===== src/rtl/fwacl_pkg.sv =====
`default_nettype none

package fwacl_pkg;

    // table depth default
    localparam int RULE_DEPTH_DEF = 64;

    // configuration port geometry and register indexes
    localparam int CFG_IDX_W  = 2;
    localparam int CFG_DATA_W = 7;
    localparam logic [CFG_IDX_W-1:0] CFG_DEFAULT_DENY = 2'd0;
    localparam logic [CFG_IDX_W-1:0] CFG_RULE_COUNT   = 2'd1;

    // item modes
    localparam logic MODE_WRITE  = 1'b0;
    localparam logic MODE_LOOKUP = 1'b1;

    // input item
    typedef struct packed {
        logic        mode;
        logic [5:0]  rule_index;
        logic [31:0] addr_one;
        logic [15:0] port_one_low;
        logic [15:0] port_one_high;
        logic [31:0] addr_two;
        logic [15:0] port_two_low;
        logic [15:0] port_two_high;
        logic        deny_flag;
    } in_item_t;

    // result item
    typedef struct packed {
        logic       deny;
        logic       rule_hit;
        logic [5:0] hit_index;
        logic       hit_reverse;
    } out_item_t;

    // one stored rule
    typedef struct packed {
        logic [31:0] addr_a;
        logic [15:0] port_a_hi;
        logic [15:0] port_a_lo;
        logic [31:0] addr_b;
        logic [15:0] port_b_hi;
        logic [15:0] port_b_lo;
        logic        policy;
    } rule_t;

    // controller states
    typedef enum logic [1:0] {
        ST_IDLE,
        ST_FWD,
        ST_REV,
        ST_FINISH
    } state_t;

    // controller to datapath commands
    typedef struct packed {
        logic rule_write;
        logic pkt_load;
        logic scan_start;
        logic rev_start;
        logic issue;
        logic hit_set;
        logic res_load;
    } ctl_cmd_t;

    // datapath to controller status
    typedef struct packed {
        logic pend_match;
        logic ptr_done;
        logic out_free;
    } dp_status_t;

endpackage

`default_nettype wire


===== src/rtl/fwacl_ctrl.sv =====
`default_nettype none

module fwacl_ctrl (
    input  wire logic                  clk,
    input  wire logic                  rst_n,
    input  wire logic                  in_valid,
    input  wire logic                  in_mode,
    output logic                       in_ready,
    input  wire fwacl_pkg::dp_status_t status,
    output fwacl_pkg::ctl_cmd_t        cmd
);
    import fwacl_pkg::*;

    state_t state_reg;
    state_t state_next;

    // state register
    always_ff @(posedge clk or negedge rst_n)
    begin
        if (!rst_n)
        begin
            state_reg <= ST_IDLE;
        end
        else
        begin
            state_reg <= state_next;
        end
    end

    // next state and commands
    always_comb
    begin
        state_next = state_reg;
        cmd        = '0;
        in_ready   = 1'b0;
        case (state_reg)
            ST_IDLE:
            begin
                in_ready = 1'b1;
                if (in_valid)
                begin
                    if (in_mode == MODE_WRITE)
                    begin
                        cmd.rule_write = 1'b1;
                    end
                    else
                    begin
                        cmd.pkt_load   = 1'b1;
                        cmd.scan_start = 1'b1;
                        state_next     = ST_FWD;
                    end
                end
            end
            ST_FWD, ST_REV:
            begin
                if (status.pend_match)
                begin
                    cmd.hit_set = 1'b1;
                    state_next  = ST_FINISH;
                end
                else if (!status.ptr_done)
                begin
                    cmd.issue = 1'b1;
                end
                else if (state_reg == ST_FWD)
                begin
                    cmd.rev_start = 1'b1;
                    state_next    = ST_REV;
                end
                else
                begin
                    state_next = ST_FINISH;
                end
            end
            ST_FINISH:
            begin
                if (status.out_free)
                begin
                    cmd.res_load = 1'b1;
                    state_next   = ST_IDLE;
                end
            end
            default:
            begin
                state_next = ST_IDLE;
            end
        endcase
    end

endmodule

`default_nettype wire


===== config.mk =====
export PLATFORM = sky130hd
export DESIGN_NAME = fwacl_ctrl
export DESIGN_NICKNAME = d
export VERILOG_FILES = /design/src/rtl/fwacl_pkg.sv /design/src/rtl/fwacl_ctrl.sv
export SDC_FILE = /design/constraint.sdc
export NUM_CORES = 1
export LEC_CHECK = 0
export ABC_AREA = 1
export BUFFER_PORTS_ARGS = -buffer_cell sky130_fd_sc_hd__buf_4
export CAP_MARGIN = 20
export CORE_AREA = 2 2 39 41
export DETAILED_ROUTE_END_ITERATION = 10
export DIE_AREA = 0 0 41 43
export PLACE_DENSITY_LB_ADDON = 0.08
export SLEW_MARGIN = 15
export SYNTH_ARGS = -nofsm -noshare
export SYNTH_HDL_FRONTEND = slang
export SYNTH_SLANG_ARGS = --single-unit

===== constraint.sdc =====
create_clock -name clk -period 1.4 [get_ports clk]
set_input_delay 0.28 -clock clk [delete_from_list [all_inputs] [get_ports clk]]
set_output_delay 0.28 -clock clk [all_outputs]
set_load 0.05 [all_outputs]

# ---- Word-level counts from Yosys, hierarchy flattened
# Cells that the tools add are included.
dict set report totals {
  input_bits 7
  mem_count 0
  ff_bits 2
  rom_bits 0
  ram_bits 0
  latch_bits 0
}
dict set report op_classes {
  bitwise 0
  magnitude_cmp 0
  multipliers 0
  n_shift 0
  muxes 20
  n_reduce_logical 3
  add_sub_neg 0
  eq_ne 7
  div_mod_pow 0
}
# operator n
set ops {}
lappend ops {{2-bit two-way mux} 7}
lappend ops {{1-bit two-way mux} 9}
lappend ops {{3-bit two-way mux} 3}
lappend ops {{2-bit inequality test, second input constant} 3}
lappend ops {{2-bit case mux with 3 select lines} 1}
lappend ops {{2-bit equality test, second input constant} 2}
lappend ops {{4-bit AND reduction} 1}
lappend ops {{3-bit inequality test, second input constant} 1}
lappend ops {{2-bit by 1-bit equality test with 1-bit output, second input constant} 1}
lappend ops {{2-bit zero test} 1}
lappend ops {{2-bit OR reduction} 1}

# ---- Longest topological paths before layout
dict set report logic_depth {
  word_depth 5
  depth_mapped 7
  depth_no_buf 7
}

# ---- Least setup slack after synthesis
# Ideal clock, no wire load.
dict set report synth_path {
  path_kind {register -> output}
  startpoint {reg state_reg[0]}
  endpoint {out cmd[5] in the netlist's numbering}
  required_ns 1.120
  path_stages_with_launch 6
  arrival_ns 2.084
  path_buffers 1
  path_slack_ns -0.964
  path_cell_list {dfrtp_1 > inv_1 > ha_1 > inv_1 > nor2_1 > buf_4}
}
# item line
set synth_rtl {}
lappend synth_rtl {{from (decl)} fwacl_ctrl.sv:14} ;# state_t state_reg;
lappend synth_rtl {{from (signal assigned)} fwacl_ctrl.sv:26} ;# state_reg <= state_next;
lappend synth_rtl {{to (decl)} fwacl_ctrl.sv:10} ;# output fwacl_pkg::ctl_cmd_t cmd

==> impl_metrics.yaml <==
status:
  status: "complete, but fails checks"
  violations: "negative setup slack"
floorplan:
  initial_core_util: 0.176
  placeableCoreArea_mm2: 0.00138
  rows: 14
  pin_count: 15
  die_x_um: 41
  die_h_um: 43
  fp.dieArea_mm2: 0.00176
setup_path:
  worst-path-max-fanout: 5
  cp.arrival_ns: 1.24
  worstSetupPathType: "reg -> out"
  critPathLaunchType: "register"
  cp-end-kind: "primary output"
  required_ns: 1.12
  reg2reg_depth: 7
sta:
  drv_slew: 0
  skew_ns: 0.00192
  worstMarginPinSlew_ns: 0.153
  timing.hold.ws_ns: 0.379
  grt_setup_unrepaired: "true"
  fin_crit_ns: 1.52
  fin_crit_sh: 1.08
  timing.fmax_ghz: 0.658
  finalSetupViolations: 7
  relSlewSlack: 0.898
  hold_viol: 0
  timing.final.ws_setup_ns: -0.119
logic_synthesis:
  synth_edf_count: 0
  ys_seq_elements: 2
  synthArstFlopShare: 1.00
  synth_area_leader_cell: "nand2_1"
  synth_warnings: 0
  synth_ff_type: "dfrtp_1"
  syn_avg_cell_area_um2: 5.95
  netlist_area_um2: 244
  syn_nets: 51
  synth.most_common_cell: "nand2_1"
  yosysSeqAreaShare: 0.205
  syn-instance-count: 41
  ys_top_cells_by_area: "nand2_1, dfrtp_1, ha_1"
  synth.distinct_cells: 13
  synth_top_area_frac: 0.215
  synth_commonest_cells: "nand2_1, inv_1, nor2_1"
layout:
  syn_to_final_growth_pct: 140
  fin_area_um2: 586
  fin_util: 0.423
  multiInputGateArea_um2: 216
  layout-drive-gt1-share: 0.712
  n_fill_cell: 144
  diodes: 0
  regArea_um2: 51.3
  fin_nets: 78
  largest_reg_flops: 2
global_routing:
  grt_pass1_vias: 340
  grt_overflow_total: 0
  track_usage: 0.105
  antenna_found_initial: 0
  grt_max_degree: 6
  grt_pass1_wl_um: 1270
pwr:
  switchingPower_uw: 748
  internal_power_uw: 803
  netSwitchingFraction: 0.482
  seqPwrFrac: 0.081
  comb_power_share: 0.838
  ir_drop_mv: 1.07
  powerDensity_mw_per_mm2: 2650
  power_frac_clock: 0.081
  leakage_uw: 0.000305
route:
  drtAntennaViolNets: 0
  detail_route.first_pass.iterations: 4
  viasPerCell: 3.96
  wl_per_cell_um: 8.45
  drcViolationCount: 0
  wl_um: 693
  vias: 325
  drtIter0Drc: 6
cts:
  root_buffer: "clkbuf_4"
  clockBufferDepth: 2
  cts_tree: "yes"
  clkSlewWorstSetupHoldPaths_ns: 0.03
  cts_max_level: 1
  clk_latency_ns: 0.22
  cts_buffers: 3
  cts_num_sinks: 2
min_path:
  worstHoldPathType: "in -> async"
placement:
  gp_congestion: 0.668
  port_buffers: 14
  hpwlAfterDp_um: 490
  place_area_um2: 412
flow_run:
  max_cap_viol_count: 0
[path summary, 6_finish.rpt]
kind / start / end / slack, ns
max: state_reg[0] / cmd[3] / -0.12
min: rst_n / state_reg[0] / 0.38
max reg2reg: state_reg[0] / state_reg[1] / 0.11
min reg2reg: state_reg[0] / state_reg[0] / 0.54
max in group asynchronous: rst_n / state_reg[0] / 0.92
min in group clk: status[0] / state_reg[0] / 0.47
[kinds of logic (layout without fill, tap and decap cells)]
kind of cell	count (synthesis)	count (layout)	synth area share
simple gates	24	24	0.436
fa+ha+maj	3	3	0.154
flops	2	2	0.205
buf+inv	11	36	0.185
compound gates	1	1	0.0205
[power by group through the flow]
stage	sequential, uW	clock, uW	combinational [uW]
after CTS	120	137	1270
after floorplan	120	0	699
after global routing	132	139	1430
final	126	126	1300
after global placement	121	0	916
after detailed placement	122	0	915
[layout by cell type (no fill, tap or decap)]
cell           count
buf_6              4
nor2_2             1
inv_1              2
nand2_4            1
clkbuf_4           3
nor2_1             1
nor2_4             3
nand2_2            4
inv_2              7
dfrtp_1            1
buf_4             12
ha_4               2
dfrtp_2            1
a21oi_1            1
buf_8              6
inv_4              1
nand2_1           10
nand3_2            2
nand4_1            1
nand3_1            1
ha_1               1
dlygate4sd3_1      1
[critical path, cell delays in order, from the launching register on]
cell and delay [ns]:
dfrtp_2 0.39, inv_2 0.05, ha_4 0.31, inv_4 0.04, nor2_4 0.07, buf_6 0.16
[layer usage]
metal  vias to the layer above  global-route usage  routed length [um]
li1                        169                   -                   -
met1                       147               0.125                 273
met2                         9               0.169                 383
met3                         0              0.0157                  36
met4                         0              0.0600                   0
met5                         -                   0                   0
[area by class of cell]
| class | count | area share |
|---|---|---|
| Clock buffer | 3 | 0.0385 |
| Sequential cell | 2 | 0.0876 |
| Inverter | 10 | 0.0684 |
| Timing Repair Buffer | 23 | 0.402 |
| Multi-Input combinational cell | 28 | 0.370 |
| Tap cell | 16 | 0.0342 |
[metrics by stage]
| step | total power, uW | instances | setup WS [ns] | TNS, ns |
|---|---|---|---|---|
| 4_1_cts | 1530 | 82 | -0.144 | -0.677 |
| 5_1_grt | 1700 | 82 | -0.197 | -1.03 |
| 2_1_floorplan | 819 | 41 | -0.150 | -0.150 |
| 3_3_place_gp | 1040 | 72 | 0.0319 | 0 |
| 6_report | 1550 | 82 | -0.119 | -0.534 |
| 3_5_place_dp | 1040 | 72 | 0.0164 | 0 |
[repair_timing]
action,in CTS,in global routing
endpoints found under the hold margin,2,0
hold buffers,1,0
gates resized for setup,22,8
pin swaps,4,3
setup buffers,6,0
endpoints found under the setup margin,7,9
cloned,0,0
Note: power is estimated with default switching activity, not from simulation.
